==> src/hdl/bdca_pkg.sv <==
`timescale 1ns / 1ps

package bdca_pkg;

  // Configuration register indexes
  localparam logic [1:0] CFG_DEBOUNCE   = 2'd0;
  localparam logic [1:0] CFG_LONG_PRESS = 2'd1;
  localparam logic [1:0] CFG_REPEAT     = 2'd2;
  localparam logic [1:0] CFG_STEP       = 2'd3;

  localparam int unsigned TIMER_W  = 16;
  localparam int unsigned STABLE_W = 17;
  localparam int unsigned STEP_W   = 8;

  typedef logic [TIMER_W-1:0]  timer_t;
  typedef logic [STABLE_W-1:0] stable_t;
  typedef logic [STEP_W-1:0]   step_t;

  localparam timer_t DEBOUNCE_RST   = 16'd50;
  localparam timer_t LONG_PRESS_RST = 16'd1000;
  localparam timer_t REPEAT_RST     = 16'd500;
  localparam step_t  STEP_RST       = 8'd5;

  localparam timer_t  TIMER_MAX  = '1;
  localparam stable_t STABLE_MAX = '1;

endpackage

==> src/hdl/button_debounce_click_autorepeat.sv <==
`timescale 1ns / 1ps

// Channel | Direction | Handshake                  | Payload
// input   | in        | in_valid_i / in_ready_o    | level_i, take_click_i, take_repeat_i
// output  | out       | out_valid_o / out_ready_i  | click_o, repeat_amount_o, held_o
// config  | in        | cfg_valid_i / cfg_ready_o  | cfg_index_i, cfg_data_i
//
// One item per cycle: an accepted tick updates the debounce and press state
// at that edge, and its result is loaded into the output register at the same edge.
// The single output register sets the rate; a new item is taken whenever that
// register is empty or is being drained in the same cycle.
// A stalled output holds in_ready_o low and freezes the debounce and press state.
// Reset (rst_ni low, asynchronous) clears all timers and flags and loads the
// register defaults: debounce 50, long press 1000, repeat 500, step 5.
// Configuration writes are always taken (cfg_ready_o is tied high).

module button_debounce_click_autorepeat (
  input  logic        clk_i,
  input  logic        rst_ni,
  // tick items
  input  logic        in_valid_i,
  output logic        in_ready_o,
  input  logic        level_i,
  input  logic        take_click_i,
  input  logic        take_repeat_i,
  // results
  output logic        out_valid_o,
  input  logic        out_ready_i,
  output logic        click_o,
  output logic [7:0]  repeat_amount_o,
  output logic        held_o,
  // configuration writes
  input  logic        cfg_valid_i,
  output logic        cfg_ready_o,
  input  logic [1:0]  cfg_index_i,
  input  logic [15:0] cfg_data_i
);

  // Configuration registers
  bdca_pkg::timer_t debounce_q, long_press_q, repeat_ticks_q;
  bdca_pkg::step_t  step_q;

  // Tick state
  logic              prev_level_q, prev_level_d;
  bdca_pkg::stable_t stable_q, stable_d;
  logic              pressed_q, pressed_d;
  bdca_pkg::timer_t  press_q, press_d;
  bdca_pkg::timer_t  rep_cnt_q, rep_cnt_d;
  logic              click_q, click_d;
  logic              rep_pend_q, rep_pend_d;

  // Result register
  logic              out_valid_q;
  logic              out_click_q, out_click_d;
  bdca_pkg::step_t   out_amount_q, out_amount_d;
  logic              out_held_q, out_held_d;

  logic              in_fire;
  logic              stable_ok;

  assign cfg_ready_o = 1'b1;
  // Take a new item while the result slot is empty or draining.
  assign in_ready_o  = !out_valid_q || out_ready_i;
  assign in_fire     = in_valid_i && in_ready_o;

  always_ff @(posedge clk_i or negedge rst_ni) begin
    if (!rst_ni) begin
      debounce_q     <= bdca_pkg::DEBOUNCE_RST;
      long_press_q   <= bdca_pkg::LONG_PRESS_RST;
      repeat_ticks_q <= bdca_pkg::REPEAT_RST;
      step_q         <= bdca_pkg::STEP_RST;
    end else if (cfg_valid_i) begin
      case (cfg_index_i)
        bdca_pkg::CFG_DEBOUNCE:   debounce_q     <= cfg_data_i;
        bdca_pkg::CFG_LONG_PRESS: long_press_q   <= cfg_data_i;
        bdca_pkg::CFG_REPEAT:     repeat_ticks_q <= cfg_data_i;
        bdca_pkg::CFG_STEP:       step_q         <= cfg_data_i[7:0];
        default: ;
      endcase
    end
  end

  // One tick of the debouncer, in the same order as the behavior is defined:
  // advance timers, track stability, then act on press, repeat and release.
  always_comb begin
    press_d      = press_q;
    rep_cnt_d    = rep_cnt_q;
    pressed_d    = pressed_q;
    click_d      = click_q;
    rep_pend_d   = rep_pend_q;
    prev_level_d = level_i;

    // Press timers run on every tick while pressed, stable or bouncing.
    if (pressed_q) begin
      if (press_q != bdca_pkg::TIMER_MAX)   press_d   = press_q + 1'b1;
      if (rep_cnt_q != bdca_pkg::TIMER_MAX) rep_cnt_d = rep_cnt_q + 1'b1;
    end

    // Any level change restarts the stable count.
    if (level_i != prev_level_q) begin
      stable_d = '0;
    end else if (stable_q != bdca_pkg::STABLE_MAX) begin
      stable_d = stable_q + 1'b1;
    end else begin
      stable_d = stable_q;
    end

    stable_ok = stable_d > {1'b0, debounce_q};

    if (stable_ok) begin
      // Debounced press: restart timers, drop anything pending.
      if (level_i && !pressed_d) begin
        pressed_d  = 1'b1;
        press_d    = '0;
        rep_cnt_d  = '0;
        click_d    = 1'b0;
        rep_pend_d = 1'b0;
      end
      // Long press: latch a repeat every interval once past the threshold.
      if (pressed_d && (press_d >= long_press_q) && (rep_cnt_d >= repeat_ticks_q)) begin
        rep_pend_d = 1'b1;
        rep_cnt_d  = '0;
      end
      // Debounced release: a short press becomes a click.
      if (!level_i && pressed_d) begin
        pressed_d  = 1'b0;
        click_d    = press_d < long_press_q;
        rep_pend_d = 1'b0;
        rep_cnt_d  = '0;
      end
    end

    // Report the state after this tick, then apply the acknowledges.
    out_click_d  = click_d;
    out_amount_d = rep_pend_d ? step_q : '0;
    out_held_d   = pressed_d;

    if (take_click_i)  click_d    = 1'b0;
    if (take_repeat_i) rep_pend_d = 1'b0;
  end

  always_ff @(posedge clk_i or negedge rst_ni) begin
    if (!rst_ni) begin
      prev_level_q <= 1'b0;
      stable_q     <= '0;
      pressed_q    <= 1'b0;
      press_q      <= '0;
      rep_cnt_q    <= '0;
      click_q      <= 1'b0;
      rep_pend_q   <= 1'b0;
    end else if (in_fire) begin
      prev_level_q <= prev_level_d;
      stable_q     <= stable_d;
      pressed_q    <= pressed_d;
      press_q      <= press_d;
      rep_cnt_q    <= rep_cnt_d;
      click_q      <= click_d;
      rep_pend_q   <= rep_pend_d;
    end
  end

  always_ff @(posedge clk_i or negedge rst_ni) begin
    if (!rst_ni) begin
      out_valid_q <= 1'b0;
    end else if (in_ready_o) begin
      out_valid_q <= in_fire;
    end
  end

  // Payload of the result slot; no reset needed.
  always_ff @(posedge clk_i) begin
    if (in_fire) begin
      out_click_q  <= out_click_d;
      out_amount_q <= out_amount_d;
      out_held_q   <= out_held_d;
    end
  end

  assign out_valid_o     = out_valid_q;
  assign click_o         = out_click_q;
  assign repeat_amount_o = out_amount_q;
  assign held_o          = out_held_q;

endmodule

==> config.mk <==
export PLATFORM = sky130hd
export DESIGN_NAME = button_debounce_click_autorepeat
export DESIGN_NICKNAME = d
export VERILOG_FILES = /design/src/hdl/bdca_pkg.sv /design/src/hdl/button_debounce_click_autorepeat.sv
export SDC_FILE = /design/constraint.sdc
export NUM_CORES = 1
export LEC_CHECK = 0
export ABC_CLOCK_PERIOD_IN_PS = 5200
export BUFFER_PORTS_ARGS = -buffer_cell sky130_fd_sc_hd__buf_4
export CAP_MARGIN = 20
export CORE_MARGIN = 5
export CORE_UTILIZATION = 35
export CTS_CLUSTER_DIAMETER = 120
export DETAILED_ROUTE_END_ITERATION = 10
export PLACE_DENSITY = 0.48
export SETUP_SLACK_MARGIN = 0.1
export SLEW_MARGIN = 5
export SYNTH_ARGS = -nofsm -noshare
export SYNTH_HDL_FRONTEND = slang
export SYNTH_SLANG_ARGS = --single-unit
export TNS_END_PERCENT = 30
==> constraint.sdc <==
create_clock -name clk_i -period 5.2 [get_ports clk_i]
set_input_delay 0.78 -clock clk_i [delete_from_list [all_inputs] [get_ports clk_i]]
set_output_delay 0.78 -clock clk_i [all_outputs]
set_load 0.05 [all_outputs]
==> metrics.sh <==
NUMBER_OF_VIOLATIONS_OF_THE_MAX_CAPACITANCE_LIMIT=0
CTS.HOLD.BUFFERS_ADDED=0
VIAS_PER_CELL=5.34
P_INT_uW=2400
TOTAL_SWITCHING_POWER_uW=1430
REPORT.FINAL.HOLD_VIOL_COUNT=0
SLOWEST_STAGE='sky130_fd_sc_hd__a221o_1'
SEQUENTIAL_SHARE_OF_THE_SYNTHESIZED_AREA_PCT=40.9
PATH_MAX_FANOUT=18
DR.FIRST_ITER.DRC_COUNT=361
SYNTH_ADDER_AREA_SHARE_PCT=8.49
PART_OF_THE_TOTAL_POWER_DISSIPATED_IN_THE_CLOCK_NETWORK_PCT=31.1
SYNTH_TOP_FAMILY_BY_AREA='simple AND/OR/NAND/NOR gates'
NETSWITCHINGFRACTION_PCT=37.4
SYNTH_NETS=908
IO_BUFFERS=37
GRT_FIRST_PASS_WIRELENGTH_UM=32100
SYNTHESIS.YOSYS.WARNINGS=0
FINAL_NETS=941
CRIT-REG2REG-CAPTURE='repeat_amount_o[2]'
NETLIST_AREA_UM2=7510
CP-START-KIND='flop'
POST_SYNTH_MUX_AREA_SHARE_PCT=7.24
NETLIST-CELL-TYPE-COUNT=61
GRT_OVERFLOW=0
DPL_CELL_AREA_UM2=8090
UTILIZATION_PCT=41.3
HTREEDEPTH=4
SHARE_COMB_OF_TOTAL_POWER_PCT=33.9
OVERALL_TRACK_DEMAND_OVER_CAPACITY_IN_GLOBAL_ROUTING_PCT=16.6
DIE_W_UM=157
POSTCTSSETUPREPAIRBUFS=0
MIN-DELAY-PATH-CLASS='in2async'
SYNTH_ASYNC_SR_FLOP_SHARE_PCT=91.7
POWER_DENSITY_nW_PER_UM2=439
DESIGN.PORTCOUNT=39
SYNTH_EDF_COUNT=10
PWR-SHARE-SEQ_PCT=34.9
VIAS=6154
CTS_REPAIR_RESIZE_COUNT=0
DIE-AREA_UM2=24500
SYNTH_SEQ_CELLS=120
LAYOUT_COMMONEST_CELL='sky130_fd_sc_hd__nand2_1'
ANTENNA_FOUND_INITIAL=0
STD_CELL_ROWS=53
TIMING_MAX_TRANSITION_VIOLATIONS_FINAL=0
TIMING.REG2REG.SETUP_SLACK_NS=0.76
YOSYS.AREA.TOP_TYPE_SHARE_PCT=31.0
RUN_STATUS='completed'
CLOCK_TREE.ROOT_CELL='sky130_fd_sc_hd__clkbuf_16'
STATIC-LEAKAGE-POWER_uW=0.00387
DP_WORST_SETUP_SLACK_NS=0.738
YOSYS_MOST_USED_DFF='sky130_fd_sc_hd__dfrtp_1'
NUMCLOCKSINKS=120
DRTANTENNAVIOLNETS=0
SETUP_TOTAL_NEGATIVE_SLACK_NS=0
SETUP_VIOL=0
CLOCK_PIN_SLEW_WORST_SETUP_AND_HOLD_PATHS_NS=0.06
DIE-HEIGHT_UM=157
SLEW_LIMIT_HEADROOM_PCT=31.8
WORST-R2R-CELL-COUNT=15
FINALCLOCKSKEW_NS=0.0112
LAYOUT_SETUP_WS_NS=0.758
CORE_UM2=21100
GRT_SETUP_UNREPAIRED='no'
DRT_FIRST_PASS_ITERS=6
CLOCKBUFFERDEPTH=2
GRT_START_MAX_NET_PINS=76
INSERTION_DELAY_NS=0.42
SYNTHTOLAYOUTAREAGROWTH_PCT=16.0
FINAL.MIN_CLOCK_PERIOD_NS=4.44
POST_ROUTE_CELLS_DRIVE_ABOVE_1_SHARE_PCT=18.1
TIMING.CRITICAL_PATH.TO_TYPE='flop'
YOSYS.AREA_SHARE.XOR_XNOR_PCT=3.61
AVGROUTEDWIREPERCELL_UM=16.9
ANTENNA_CELLS_INSERTED=0
R2R-START='stable_q[6]'
PERIOD_SHARE_PCT=85.4
FLOORPLAN.INITIALDENSITY_PCT=35.6
DETAILEDPLACEMENTHPWL_UM=14300
POWER.IR.VDD_WORST_mV=0.234
POST-SYNTH-TOP-AREA-CELL='sky130_fd_sc_hd__dfrtp_1'
SYN_AVG_CELL_AREA_UM2=9.04
MOST-COMMON-LAYOUT-CELLS='98 x sky130_fd_sc_hd__nand2_1, 93 x sky130_fd_sc_hd__dfrtp_1, 70 x sky130_fd_sc_hd__o21ai_0, 63 x sky130_fd_sc_hd__inv_1, 60 x sky130_fd_sc_hd__nor2_1'
SYNTH-COMPOUND-AREA-SHARE_PCT=14.9
CRIT_ARRIVAL_NS=4.62
MAX_FREQ_GHz=0.225
CTS_BUFFER_COUNT=17
FINAL_CELL_AREA_UM2=8710
FIRST_GLOBAL_VIAS=6046
REQUIRED_NS=5.38
SYNTH-SIMPLE-AREA-SHARE_PCT=19.7
WORST_PIN_SLEW_NS=1.02
CP_SLOWEST_STAGE_DELAY_NS=0.53
TIMING.CRITICAL_PATH.CELLS='nand4_1, nor4_4, a211oi_2, and3_1, nand3_1, xor2_1, nor2_1, ha_1, nand4_1, nor3_1, a2111oi_2, a31oi_2, o22ai_4, a221o_1, and3_1'
GP_CONGESTION=0.842
POSTSYNTHCELLCOUNT=831
POST-ROUTE-DRC-COUNT=0
TRITONCTS='built'
YOSYS-TOP-CELLS-AREA='sky130_fd_sc_hd__dfrtp_1 31%, sky130_fd_sc_hd__ha_1 8.5%, sky130_fd_sc_hd__mux2_2 6.4%, sky130_fd_sc_hd__dfstp_2 5.9%, sky130_fd_sc_hd__nand2_1 4.9%'
WORST-SETUP-PATH-TYPE='reg2reg'
FINALWIRELENGTH_UM=19500
-- Yosys cell counts (all sizes together) (7+ instances only) --
cell type	count
mux2	43
nand4	18
a31oi	10
nor2	61
clkbuf	29
ha	51
nand3	31
dfrtp	93
a21oi	54
buf	7
o21ai	73
o211ai	11
nand2	99
nor3	12
and4	8
or3	8
and3	22
inv	63
xnor2	20
dfstp	17
xor2	11
o31ai	7
edfxtp	10
-- flip-flops by register name, indices dropped and copies added, names as in the netlist --
signal	count
repeat_ticks_q	16
click_q	1
held_o	1
prev_level_q	1
rep_cnt_q	16
step_q	8
pressed_q	1
repeat_amount_o	8
out_valid_o	1
press_q	16
long_press_q	16
debounce_q	16
stable_q	17
click_o	1
rep_pend_q	1
-- kinds of logic (layout without fill, tap and decap cells) --
kind of cell / count (synthesis) / count (layout)
adder cells (fa/ha/maj): 51 / 51
AND/OR/NAND/NOR: 298 / 298
multiplexers: 49 / 49
XOR/XNOR: 31 / 31
buffers and inverters: 99 / 145
other: 1 / 1
AO/OA/AOI/OAI: 182 / 182
flip-flops: 120 / 120
-- power groups by stage --
stage	Combinational (µW)	Clock (µW)	Sequential (µW)
6_report	1300	1190	1340
5_1_grt	1500	1270	1370
4_1_cts	1300	1230	1330
3_5_place_dp	1300	0	1350
3_3_place_gp	1260	0	1340
2_1_floorplan	970	0	1290
-- worst max-delay path by stage --
stage / from / to / slack (ns) / depth (start not counted)
after global routing: stable_q[0] / repeat_amount_o[3] / 0.39 / 14
final: stable_q[6] / repeat_amount_o[2] / 0.76 / 15
after global placement: stable_q[0] / repeat_amount_o[1] / 0.88 / 15
after floorplan: level_i / repeat_amount_o[0] / 1.07 / 12
after CTS: stable_q[0] / repeat_amount_o[2] / 0.74 / 15
after detailed placement: stable_q[0] / repeat_amount_o[2] / 0.74 / 15
-- through the flow --
step                      total power (µW)  std cells  hold WS (ns)
after floorplan                       2260        831         0.471
after global placement                2600       1119         0.481
after detailed placement              2650       1119         0.487
after CTS                             3860       1151         0.502
after global routing                  4130       1152         0.319
final                                 3830       1152         0.286
-- metal layers --
| layer | share of wire [%] | track usage [%] |
|---|---|---|
| met3 | 3.3 | 2.68 |
| met5 | 0 | 0 |
| met1 | 49 | 23.4 |
| met4 | 1.5 | 4.92 |
| met2 | 46 | 26.4 |
-- critical path, delay by kind of cell (launching register included) --
family,cells,cell delay (ns)
adder cells (fa/ha/maj),1,0.29
AO/OA/AOI/OAI,5,1.47
XOR/XNOR,1,0.19
flip-flops,1,0.48
AND/OR/NAND/NOR,8,1.75
-- final cells by class --
type / count / area, µm²
clock buffer: 17 / 425
fill: 2095 / 12400
tap: 275 / 344
inverter: 63 / 236
timing repair buffer: 50 / 395
clock inverter: 15 / 166
multi-input combinational: 612 / 4070
sequential: 120 / 3070
Note: power is estimated with default switching activity, not from simulation.
